### src/humidity_temp_frame_decoder_defines.svh
// assertion macros shared by the frame decoder rtl
`ifndef HUMIDITY_TEMP_FRAME_DECODER_DEFINES_SVH
`define HUMIDITY_TEMP_FRAME_DECODER_DEFINES_SVH

`ifndef SYNTHESIS
`define HTFD_ASSERT(lbl, clk, rst_n, prop, msg) \
    lbl: assert property (@(posedge clk) disable iff (!rst_n) prop) else $error(msg);
`define HTFD_ASSERT_NORST(lbl, clk, prop, msg) \
    lbl: assert property (@(posedge clk) prop) else $error(msg);
`else
`define HTFD_ASSERT(lbl, clk, rst_n, prop, msg)
`define HTFD_ASSERT_NORST(lbl, clk, prop, msg)
`endif

`endif

### src/htfd_pkg.sv
// types, constants and crc function for the humidity/temperature frame decoder
package htfd_pkg;

    localparam logic [7:0]  CRC_POLY    = 8'h31;
    localparam logic [7:0]  CRC_INIT    = 8'hFF;
    localparam logic [7:0]  STATUS_MASK = 8'h88;
    localparam logic [7:0]  STATUS_OK   = 8'h08;
    localparam logic [2:0]  LAST_INDEX  = 3'd6;
    localparam logic [13:0] HUM_SCALE   = 14'd10000;
    localparam logic [14:0] TEMP_SCALE  = 15'd20000;
    localparam logic [14:0] TEMP_OFFSET = 15'd5000;
    localparam int          RAW_W       = 20;
    localparam int          TDATA_OUT_W = 72;

    typedef enum logic [1:0] {
        FS_OK         = 2'd0,
        FS_STATUS_ERR = 2'd1,
        FS_CRC_ERR    = 2'd2
    } t_frame_status;

    // first member sits highest, so frame_status lands in the low bits
    typedef struct packed {
        logic signed [14:0] temperature_centi;
        logic [13:0]        humidity_centi;
        logic [RAW_W-1:0]   temperature_raw;
        logic [RAW_W-1:0]   humidity_raw;
        t_frame_status      frame_status;
    } t_result;

    // crc-8, msb first, one byte
    function automatic logic [7:0] crc8_byte(input logic [7:0] crc, input logic [7:0] b);
        logic [7:0] c;
        c = crc ^ b;
        for (int i = 0; i < 8; i++) begin
            if (c[7]) begin
                c = {c[6:0], 1'b0} ^ CRC_POLY;
            end else begin
                c = {c[6:0], 1'b0};
            end
        end
        return c;
    endfunction

endpackage

### src/humidity_temp_frame_decoder.sv
// top level: sensor readout frame decoder with crc check and fixed-point scaling
//
// input stream: one sensor byte per word on s_axis_tdata, s_axis_tuser high marks
// the status byte that opens a frame. a frame is status, five data bytes, crc byte.
// a byte without the flag while no frame is open is also taken as status, and a
// flagged byte in mid-frame restarts the frame.
// output stream: one word per completed frame carrying the frame status (ok,
// bad status bits, crc mismatch), the two 20-bit raw codes, humidity in 0.01 %
// and temperature in 0.01 C. on any error all data fields are zero.
// throughput: one byte per cycle while s_axis_tready is high. bytes update the
// byte counter, running crc and data shift register; the result word is built from
// those registers (20-bit by 14-bit and 20-bit by 15-bit multiplies) and registered
// when the crc byte is accepted.
// stall: results land in an output register backed by a one-word skid register,
// so bytes keep flowing while the receiver stalls; s_axis_tready drops only while
// the skid register is full, which needs two frames pending.
// reset (i_rst_n low, synchronous): counter cleared, crc set to 0xff, both
// output registers emptied.
module humidity_temp_frame_decoder (
    input  logic        i_clk,
    input  logic        i_rst_n,
    input  logic        s_axis_tvalid,
    output logic        s_axis_tready,
    input  logic [7:0]  s_axis_tdata,   // [7:0] rx_byte
    input  logic        s_axis_tuser,   // [0] first_byte
    output logic        m_axis_tvalid,
    input  logic        m_axis_tready,
    output logic [htfd_pkg::TDATA_OUT_W-1:0] m_axis_tdata
    // m_axis_tdata: [1:0] frame_status, [21:2] humidity_raw, [41:22] temperature_raw,
    // [55:42] humidity_centi, [70:56] temperature_centi, [71] zero
);

    import htfd_pkg::*;

    `include "humidity_temp_frame_decoder_defines.svh"

    // frame state
    logic [2:0]  r_byte_count, n_byte_count;
    logic [7:0]  r_crc, n_crc;
    logic [7:0]  r_status, n_status;
    logic [39:0] r_shift, n_shift;

    // output register and skid
    logic    r_out_valid, r_skid_valid;
    t_result r_out, r_skid;

    logic    in_accept;
    logic    is_start;
    logic    is_last;
    logic    res_valid;
    t_result res;

    logic [RAW_W-1:0] hum_raw;
    logic [RAW_W-1:0] temp_raw;
    logic [33:0]      hum_prod;
    logic [34:0]      temp_prod;
    logic [14:0]      temp_scaled;

    assign s_axis_tready = !r_skid_valid;
    assign in_accept     = s_axis_tvalid && s_axis_tready;
    assign is_start      = s_axis_tuser || (r_byte_count == 3'd0);
    assign is_last       = !is_start && (r_byte_count == LAST_INDEX);
    assign res_valid     = in_accept && is_last;

    // frame state update
    always_comb begin
        n_byte_count = r_byte_count;
        n_crc        = r_crc;
        n_status     = r_status;
        n_shift      = r_shift;
        if (in_accept) begin
            priority if (is_start) begin
                n_status     = s_axis_tdata;
                n_crc        = crc8_byte(CRC_INIT, s_axis_tdata);
                n_shift      = '0;
                n_byte_count = 3'd1;
            end else if (!is_last) begin
                n_crc        = crc8_byte(r_crc, s_axis_tdata);
                n_shift      = {r_shift[31:0], s_axis_tdata};
                n_byte_count = r_byte_count + 3'd1;
            end else begin
                n_crc        = CRC_INIT;
                n_byte_count = 3'd0;
            end
        end
    end

    always_ff @(posedge i_clk) begin
        if (!i_rst_n) begin
            r_byte_count <= 3'd0;
            r_crc        <= CRC_INIT;
            r_status     <= 8'd0;
            r_shift      <= 40'd0;
        end else begin
            r_byte_count <= n_byte_count;
            r_crc        <= n_crc;
            r_status     <= n_status;
            r_shift      <= n_shift;
        end
    end

    // result word, valid when the crc byte comes in
    assign hum_raw     = r_shift[39:20];
    assign temp_raw    = r_shift[19:0];
    assign hum_prod    = 34'(hum_raw) * 34'(HUM_SCALE);
    assign temp_prod   = 35'(temp_raw) * 35'(TEMP_SCALE);
    assign temp_scaled = temp_prod[34:20];

    always_comb begin
        res = '0;
        priority if ((r_status & STATUS_MASK) != STATUS_OK) begin
            res.frame_status = FS_STATUS_ERR;
        end else if (r_crc != s_axis_tdata) begin
            res.frame_status = FS_CRC_ERR;
        end else begin
            res.frame_status      = FS_OK;
            res.humidity_raw      = hum_raw;
            res.temperature_raw   = temp_raw;
            res.humidity_centi    = hum_prod[33:20];
            res.temperature_centi = signed'(temp_scaled - TEMP_OFFSET);
        end
    end

    // output register with skid behind it
    always_ff @(posedge i_clk) begin
        if (!i_rst_n) begin
            r_out_valid  <= 1'b0;
            r_skid_valid <= 1'b0;
        end else begin
            if (!r_out_valid || m_axis_tready) begin
                if (r_skid_valid) begin
                    r_out_valid  <= 1'b1;
                    r_skid_valid <= 1'b0;
                end else begin
                    r_out_valid <= res_valid;
                end
            end else if (res_valid) begin
                r_skid_valid <= 1'b1;
            end
        end
    end

    always_ff @(posedge i_clk) begin
        if (!r_out_valid || m_axis_tready) begin
            if (r_skid_valid) begin
                r_out <= r_skid;
            end else begin
                r_out <= res;
            end
        end else if (res_valid) begin
            r_skid <= res;
        end
    end

    assign m_axis_tvalid = r_out_valid;
    assign m_axis_tdata  = {1'b0, r_out};

    // checks
    `HTFD_ASSERT(a_skid_needs_out, i_clk, i_rst_n, r_skid_valid |-> r_out_valid, "skid full while output empty")
    `HTFD_ASSERT(a_skid_fill_on_stall, i_clk, i_rst_n, $rose(r_skid_valid) |-> $past(r_out_valid && !m_axis_tready), "skid filled without a stall")
    `HTFD_ASSERT(a_count_range, i_clk, i_rst_n, r_byte_count <= LAST_INDEX, "byte counter past frame end")
    `HTFD_ASSERT(a_err_zero_fields, i_clk, i_rst_n, (r_out_valid && r_out.frame_status != FS_OK) |-> (r_out.humidity_raw == '0 && r_out.temperature_raw == '0 && r_out.humidity_centi == '0 && r_out.temperature_centi == '0), "failed frame carries data")
    `HTFD_ASSERT_NORST(a_reset_clears, i_clk, !i_rst_n |=> (!r_out_valid && !r_skid_valid && r_byte_count == 3'd0), "reset did not clear control state")

endmodule
### config.mk
export PLATFORM = sky130hd
export DESIGN_NAME = humidity_temp_frame_decoder
export DESIGN_NICKNAME = d
export VERILOG_FILES = /design/src/htfd_pkg.sv /design/src/humidity_temp_frame_decoder.sv
export VERILOG_INCLUDE_DIRS = /design/src /design/src/src
export SDC_FILE = /design/constraint.sdc
export NUM_CORES = 1
export LEC_CHECK = 0
export BUFFER_PORTS_ARGS = -buffer_cell sky130_fd_sc_hd__buf_2
export CELL_PAD_IN_SITES_DETAIL_PLACEMENT = 0
export CELL_PAD_IN_SITES_GLOBAL_PLACEMENT = 2
export CORE_UTILIZATION = 39
export DETAILED_ROUTE_END_ITERATION = 16
export PLACE_DENSITY_LB_ADDON = 0.1
export SLEW_MARGIN = 20
export SYNTH_ARGS = -nofsm -noshare
export SYNTH_HDL_FRONTEND = slang
export SYNTH_SLANG_ARGS = --single-unit
### constraint.sdc
create_clock -name i_clk -period 29.4 [get_ports i_clk]
set_clock_uncertainty 0.2 [all_clocks]
set_input_delay 5.88 -clock i_clk [delete_from_list [all_inputs] [get_ports i_clk]]
set_output_delay 5.88 -clock i_clk [all_outputs]
set_load 0.005 [all_outputs]
**Word level (Yosys, flattened, before mapping)**

Cells that the tools add are included.

- Bits in latches: 0
- Bits in writable memories: 0
- Memory bits (read-only): 0
- Flip-flop bits (word level): 203
- Output and inout bits: 74
- Memories: 0
- Word-level logic and storage cells: 120
- Input port bits: 13

- Divide/modulo/power cells: 0
- Magnitude comparators: 0
- Equality and inequality tests: 4
- Reduce and logical (&&, ||, !) cells: 13
- Muxes and demuxes: 63
- Bitwise operators: 20
- $mul: 2
- Shift operators: 0
- $add $sub $neg: 2

Operators with widths:

| cell | number |
|---|---|
| 2-to-1 mux 8 bit | 37 |
| 2-to-1 mux 69 bit | 2 |
| 2-to-1 mux 6 bit | 16 |
| 2-to-1 mux 40 bit | 2 |
| 2-to-1 mux 71 bit | 1 |
| multiplier 20 x 10 -> 30 bit (second input constant) | 2 |
| NOT 3 bit | 16 |
| subtractor 15 x 13 -> 15 bit (second input constant) | 1 |
| inequality test 8 bit | 1 |
| NOT 8 bit | 1 |
| bitwise XOR 8 bit | 1 |
| 2-to-1 mux 3 bit | 2 |
| AND reduction 2 bit | 3 |
| 2-to-1 mux 2 bit | 2 |
| adder 3 x 1 -> 3 bit (second input constant) | 1 |
| == test 3 bit (second input constant) | 1 |
| logical AND 1 bit | 3 |
| zero test 1 bit | 3 |
| zero test 3 bit | 1 |
| logical OR 1 bit | 2 |
| inequality test 2 x 1 -> 1 bit (second input constant) | 1 |
| inequality test 2 bit (second input constant) | 1 |
| NOT 1 bit | 2 |
| OR reduction 2 bit | 1 |
| 2-to-1 mux 1 bit | 1 |

**Longest topological paths before layout**

Gate-level depths: netlist of run 1.

- Depth after elaboration: 41
- Depth in mapped cells: 26
- Depth with buffers taken out: 26

**Worst setup path before layout of run 1**

No wires, ideal clock.

- Kind: input-to-reg
- Start point: input m_axis_tready
- End point: register r_skid[0] (netlist bit) (enable)
- Stages: 2
- Buffers on the path: 0
- Arrival: 12603 ps
- Required time: 28613 ps
- Setup time: 587 ps
- Slack: 16010 ps
- Path through: nand2b_1 > nor3_1

- Longest elaborated chain between the ends: 3

RTL lines:

| element | RTL line | RTL |
|---|---|---|
| from (decl) | humidity_temp_frame_decoder.sv:27 | `input logic m_axis_tready,` |
| logical OR 1 bit | humidity_temp_frame_decoder.sv:144 | `if (!r_out_valid \|\| m_axis_tready) begin` |
| NOT 1 bit (no source line) | n/a |  |
| AND reduction 2 bit (no source line) | n/a |  |
| to (signal assigned) | humidity_temp_frame_decoder.sv:151 | `r_skid <= res;` |
| to (decl) | humidity_temp_frame_decoder.sv:45 | `t_result r_out, r_skid;` |

Every way passes these cells.
A chain may end at the register's enable or synchronous reset.

==> flow_summary.ini, run 1 <==
[power_and_ir_drop]
power.density_mw_per_mm2 = 37.5
comb_power_share = 0.058
clockPowerShare = 0.432
seqPwrFrac = 0.510
sw_frac_of_total = 0.237
peakVddDrop_mv = 0.0428
p_int_uw = 445
leakagePower_uw = 0.00756
p_sw_uw = 138

[layout]
design_area_mm2 = 0.0156
n_fill_cell = 3406
drive_above_1_share = 0.113
syn2layout_area_growth_pct = 11.0
antenna_cells = 0
fin_nets = 1668

[floorplan]
die_x_um = 192
rows = 69
initial_core_util = 0.395
die-area_mm2 = 0.0367
die_h_um = 192
num_io_pins = 87
coreArea_mm2 = 0.0355

[synthesis]
syn_area_per_cell_um2 = 10.5
syn-instance-count = 1331
syn_area_mm2 = 0.0140
synth_async_sr_flop_share = 0
yosysMostFrequentCell = inv_1
syn-num-nets = 1600
synth_seq_cells = 197
seq_area_frac_synth = 0.383
synth_cell_types = 65
synth_common_cells = inv_1, ha_1, edfxtp_1
yosysTopAreaCell = edfxtp_1
yosysWarnings = 0
synth_edf_count = 142
netlist_top_cells_area = edfxtp_1, ha_1, fa_1
netlist.area_leader.share = 0.304
synth_ff_type = edfxtp_1

[setup_path]
cp_max_fo = 59
crit_start = s_axis_tdata[6]
endpoint_kind = register
worstSetupPathType = input pin to register
cp.arrival_ps = 8360
r2r_slack_ps = 22790
r2r_start = r_shift[13]
timing.rr.end = m_axis_tdata[69]
cp-start-kind = input pin
endpoint = m_axis_tdata[42]
critical_path_required_ps = 29530
reg2reg_depth = 21

[global_routing]
overflow = 0
grt_max_degree = 72
grt_pass1_wl_um = 50200
grt_use_total = 0.180
antenna_found_initial = 1
grt_pass1_vias = 8975

[placement]
dp_hpwl_um = 23000
place_area_mm2 = 0.0149
port_buffers = 85
gp_congestion = 0.788

[clocking]
clock_latency_ps = 450
cts_tree = built
ctsResizeCount = 0
clkSlewWorstSetupHoldPaths_ps = 80
cts.root.buffer_cell = clkbuf_16
cts_setup_buffers = 0
cts.sinks = 197
cts.path.max_buffers = 2
hold_buffers = 0
numCtsBuffers = 17
htreeDepth = 4

[drt]
post_drt_via_cell_ratio = 4.96
antenna_left = 0
drt_iter0_markers = 376
num_vias = 9293
wl_um = 31500
drt_first_pass_iters = 4
drc = 0
wl_per_cell_um = 16.8

[sta]
max_freq_ghz = 0.121
slew_violations = 0
final_hold_viol_count = 0
post-route-period-util = 0.280
setup_tns_ps = 0
max_slew_margin = 0.266
setup-violations-final = 0
worst_pin_slew_ps = 1100
min_period_ps = 8230
rsz0062_at_grt = false

[run]
drv_cap = 0

[hold_path]
hold_class = register to register

[outcome]
status = finished, final reports clean
## per-layer routing
layer / vias to the layer above / part of all wire / GRT usage
met3: 18 / 0.018 / 0.0226
met5: - / 0 / 0
met1: 4573 / 0.49 / 0.249
met2: 83 / 0.48 / 0.295
met4: 0 / 0.012 / 0.0501
li1: 4619 / - / -
## cell usage in the layout (no fill, tap or decap), types with 5 or more instances in the layout
master,n
xnor2_1,38
nor3_1,12
dfxtp_1,54
ha_1,164
fa_1,92
nand3_1,13
inv_1,253
o21a_1,5
o31ai_1,53
clkbuf_16,20
nand2_1,90
xor2_1,24
nand4_1,8
edfxtp_1,142
a21boi_0,5
a22oi_1,41
o21ai_0,17
mux2_2,15
a21oi_1,30
buf_4,10
o221ai_1,5
nor2_1,82
and2_1,16
nor2b_1,43
buf_2,85
a21o_1,15
## registers in the layout, indices dropped and copies added, names as in the netlist
register,count
r_status,2
r_skid,71
r_shift,40
r_crc,8
m_axis_tvalid,1
r_skid_valid,1
r_byte_count,3
m_axis_tdata,71
## stage by stage
stage / hold slack [ps] / total power [µW] / setup WS (ps) / instances / utilization
floorplan: 238 / 329 / 16010 / 1331 / -
detailed placement: 254 / 337 / 20760 / 1841 / 0.421
global route: 280 / 604 / 20960 / 1873 / 0.438
finish: 264 / 583 / 21170 / 1873 / 0.438
global placement: 249 / 338 / 20800 / 1841 / 0.421
CTS: 266 / 592 / 21250 / 1873 / 0.438
## power groups by stage
stage                     Clock, µW  Combinational [µW]  Sequential (µW)
after floorplan                   0                26.4              303
after detailed placement          0                33.6              304
after global placement            0                34.3              304
after CTS                       261                33.9              297
final                           252                33.7              297
after global routing            269                37.9              297
## kinds of logic after synthesis
logic type,Yosys count,synth area share
adder cells (fa/ha/maj),256,0.278
AO/OA/AOI/OAI,215,0.111
other,1,0.000268
buffers and inverters,300,0.0810
flip-flops,197,0.383
XOR/XNOR,62,0.0388
multiplexers,17,0.0135
AND/OR/NAND/NOR,283,0.0948
## worst max-delay path, stage by stage
cell and delay [ps]:
buf_2 140, xnor2_1 420, nand4_1 220, or3_4 660, buf_4 420, nor3b_1 320
mux2_2 200
## final cells by class
cell class / instances / area (µm²) / share of cell area
multi-input cells: 834 / 7530 / 0.484
well taps: 461 / 577 / 0.0371
inverters: 254 / 953 / 0.0613
repair buffers: 95 / 500 / 0.0322
clock buffers: 20 / 500 / 0.0322
flip-flops and latches: 197 / 5370 / 0.345
clock inverters: 12 / 128 / 0.00820
## worst min-delay path by stage
stage                            from          end  cells after the start
final                     r_status[7]  r_status[7]                      2
after global routing      r_status[7]  r_status[7]                      2
after CTS                 r_status[7]  r_status[7]                      2
after detailed placement  r_status[7]  r_status[7]                      2
after global placement    r_status[7]  r_status[7]                      2
after floorplan           r_status[7]  r_status[7]                      2
(Power assumes the default switching activity.)
==> run 2, diff against run 1 <==
==> constraint.sdc (replaced) <==
create_clock -name i_clk -period 8.5 [get_ports i_clk]
set_clock_uncertainty 0.2 [all_clocks]
set_input_delay 1.7 -clock i_clk [delete_from_list [all_inputs] [get_ports i_clk]]
set_output_delay 1.7 -clock i_clk [all_outputs]
set_load 0.005 [all_outputs]
==> flow_summary.ini, run 2 (synthesis results as in run 1) <==
[outcome]
status = finished, final reports clean

[floorplan]
num_io_pins = 87
die_h_um = 192
die_x_um = 192
rows = 69
die-area_mm2 = 0.0367
initial_core_util = 0.395
coreArea_mm2 = 0.0355

[drt]
drt_iter0_markers = 418
wl_per_cell_um = 17.0
antenna_left = 0
drc = 0
wl_um = 31800
num_vias = 9259
post_drt_via_cell_ratio = 4.94
drt_first_pass_iters = 5

[global_routing]
overflow = 0
grt_pass1_wl_um = 51100
grt_use_total = 0.183
grt_max_degree = 77
antenna_found_initial = 1
grt_pass1_vias = 9045

[power_and_ir_drop]
leakagePower_uw = 0.00754
power.total_uw = 1960
power.density_mw_per_mm2 = 127
peakVddDrop_mv = 0.144

[sta]
setup-violations-final = 0
max_freq_ghz = 0.157
fin_hold_ws_ps = 263
post-route-period-util = 0.751
max_slew_margin = 0.418
setup_tns_ps = 0
rsz0062_at_grt = false
final_hold_viol_count = 0
min_period_ps = 6380
worst_pin_slew_ps = 874
slew_violations = 0

[layout]
drive_above_1_share = 0.113
instances_no_fill = 1874
antenna_cells = 0
n_fill_cell = 3506
fin_nets = 1669
layout_common_cells = inv_1, ha_1, edfxtp_1, fa_1, nand2_1
syn2layout_area_growth_pct = 10.7
final_core_util = 0.437
final_common_cell = inv_1

[setup_path]
worstSetupPathType = register to register
cp.arrival_ps = 6360
endpoint_kind = register
cp_max_fo = 5
cp-start-kind = register
reg2reg_depth = 23
critical_path_required_ps = 8480

[clocking]
clock_latency_ps = 450
cts.sinks = 197
ctsResizeCount = 0
cts.path.max_buffers = 2
numCtsBuffers = 17
clkSlewWorstSetupHoldPaths_ps = 80
cts_setup_buffers = 0
cts_tree = built
hold_buffers = 0
cts.root.buffer_cell = clkbuf_16
htreeDepth = 4

[hold_path]
whs_path_depth = 2
hold_class = register to register

[placement]
gp_congestion = 0.786
dp_hpwl_um = 23400
place_inst = 1842
port_buffers = 85

[run]
drv_cap = 0
==> run 2: stage by stage <==
stage	cell area, µm²	worst slack (ps)
6_report	15500	2120
5_1_grt	15500	1790
4_1_cts	15500	2130
3_5_place_dp	14900	2150
3_3_place_gp	14900	2060
2_1_floorplan	14000	9.65
==> run 2: layout make-up <==
cell class,instances,area (µm²),share of cell area
multi-input cells,834,7530,0.485
flip-flops and latches,197,5370,0.346
inverters,254,953,0.0615
well taps,461,577,0.0372
repair buffers,96,508,0.0328
clock buffers,18,439,0.0283
clock inverters,14,135,0.00871
==> run 2: where the power goes <==
group	internal, µW	switching [µW]	total (µW)
Sequential	1020	6.39	1030
Clock	399	419	819
Combinational	49.6	66.7	116
==> run 2: critical path, cell delays in order (launching register included) <==
cell and delay (ps):
dfxtp_1 580, inv_1 240, fa_1 570, inv_1 40
ha_1 280, fa_1 490, ha_1 140, inv_1 60
fa_1 520, inv_1 60, ha_1 340, a21oi_1 290
a21o_1 160, a21oi_1 100, or4_4 500, and2_1 210
inv_1 60, ha_1 200, inv_1 70, o311a_1 370
a21o_1 210, o21ai_1 170, xnor2_1 170, o31ai_2 80
==> run 2: layer usage <==
metal | global-route usage | share of wire | vias to the layer above
li1 | - | - | 4619
met1 | 0.261 | 0.50 | 4519
met2 | 0.294 | 0.47 | 106
met3 | 0.0266 | 0.024 | 15
met4 | 0.0375 | 0.0081 | 0
met5 | 0 | 0 | -
==> run 2: final timing paths <==
kind                                   from                to  slack, ps
worst max-delay path             r_shift[7]  m_axis_tdata[69]       2120
worst min-delay path            r_status[7]       r_status[7]        260
worst max register to register   r_shift[7]  m_axis_tdata[69]       2120
worst min register to register  r_status[7]       r_status[7]        260
==> run 3, diff against run 2 <==
==> constraint.sdc (replaced) <==
create_clock -name i_clk -period 6.1 [get_ports i_clk]
set_clock_uncertainty 0.2 [all_clocks]
set_input_delay 1.22 -clock i_clk [delete_from_list [all_inputs] [get_ports i_clk]]
set_output_delay 1.22 -clock i_clk [all_outputs]
set_load 0.005 [all_outputs]
==> flow_summary.ini, run 3 (synthesis results as in run 1) <==
[layout]
instances_no_fill = 1906
drive_above_1_share = 0.137
layout_common_cells = inv_1, ha_1, edfxtp_1, fa_1, nand2_1
final_common_cell = inv_1
syn2layout_area_growth_pct = 12.6
antenna_cells = 0
fin_nets = 1701

[sta]
max_slew_margin = 0.315
max_freq_ghz = 0.171
fin_hold_ws_ps = 267
post-route-period-util = 0.961
rsz0062_at_grt = true
setup_tns_ps = 0
setup-violations-final = 0
slew_violations = 0
worst_pin_slew_ps = 1030
final_hold_viol_count = 0
min_period_ps = 5870

[drt]
num_vias = 9235
drt_iter0_markers = 470
drt_first_pass_iters = 4
drc = 0
antenna_left = 0
wl_um = 31600
wl_per_cell_um = 16.6
post_drt_via_cell_ratio = 4.85

[setup_path]
cp_max_fo = 5
cp-start-kind = register
endpoint_kind = register
worstSetupPathType = register to register
cp.arrival_ps = 5850
critical_path_required_ps = 6090

[clocking]
cts.sinks = 197
clkSlewWorstSetupHoldPaths_ps = 80
numCtsBuffers = 17
htreeDepth = 4
cts.root.buffer_cell = clkbuf_16
cts_setup_buffers = 0
clock_latency_ps = 460
hold_buffers = 0
cts_tree = built
cts.path.max_buffers = 2
ctsResizeCount = 0

[global_routing]
grt_use_total = 0.186
grt_pass1_vias = 9519
grt_max_degree = 72
antenna_found_initial = 0
overflow = 0
grt_pass1_wl_um = 51900

[outcome]
status = finished, final reports clean

[floorplan]
die_h_um = 192
die-area_mm2 = 0.0367
initial_core_util = 0.395
die_x_um = 192
num_io_pins = 87
rows = 69
coreArea_mm2 = 0.0355

[placement]
gp_congestion = 0.813
port_buffers = 85
place_inst = 1874
dp_hpwl_um = 23500

[hold_path]
hold_class = register to register

[power_and_ir_drop]
power.density_mw_per_mm2 = 171
leakagePower_uw = 0.00773
peakVddDrop_mv = 0.206

[run]
drv_cap = 0
run 3: cell count changes in the layout (fill, tap and decap cells not counted), sizes merged:
cell	previous run	this run
buf	96	128
clkbuf	18	23
clkinv	5	4
clkinvlp	0	3
inv	263	256
run 3: cell type report:
class / count / area (µm²)
fill: 3423 / 19700
multi-input combinational: 834 / 7570
sequential: 197 / 5370
inverter: 254 / 953
timing repair buffer: 128 / 748
tap: 461 / 577
clock buffer: 23 / 489
clock inverter: 9 / 67.6
run 3: power breakdown:
part | switching (µW) | internal, µW | leakage (µW)
logic | 97.6 | 70.8 | 0.00546
registers | 7.11 | 1420 | 0.00201
clock network | 535 | 571 | 0.000265
run 3: final timing paths:
kind,start,endpoint,slack [ps],cells after the start
max,r_shift[5],m_axis_tdata[69],230,24
min,r_status[7],r_status[7],270,2
max reg2reg,r_shift[5],m_axis_tdata[69],230,24
min reg2reg,r_status[7],r_status[7],270,2
run 3: metrics by stage:
step                       util  power, µW  cell area, µm²  worst slack [ps]
after floorplan               -       1590           14000               292
after global placement    0.428       1630           15200               225
after detailed placement  0.428       1630           15200               144
after CTS                 0.444       2750           15700               129
after global routing      0.445       2820           15800             -1.66
final                     0.445       2700           15800               235
run 3: worst max-delay path, stage by stage, from the launching register on:
cell and delay [ps]:
dfxtp_1 350, inv_2 70, buf_4 150, fa_1 520, inv_1 40, ha_1 280, fa_1 440, ha_1 280
inv_1 40, fa_1 470, inv_1 40, ha_1 290, o21ai_1 110, o21bai_2 140, o2111a_1 300, or4_4 440
and2_1 200, inv_1 60, ha_2 180, inv_1 50, o311a_1 380, a21o_1 200, o21ai_2 150, xnor2_2 140
o31ai_2 70
run 3: metal layers:
| layer | part of all wire | vias to the layer above | global-route usage | wire, µm |
|---|---|---|---|---|
| met5 | 0 | - | 0 | 0 |
| met1 | 0.50 | 4436 | 0.252 | 15700 |
| met2 | 0.47 | 101 | 0.305 | 14900 |
| met4 | 0.015 | 0 | 0.0516 | 463 |
| li1 | - | 4675 | - | - |
| met3 | 0.019 | 23 | 0.0290 | 606 |
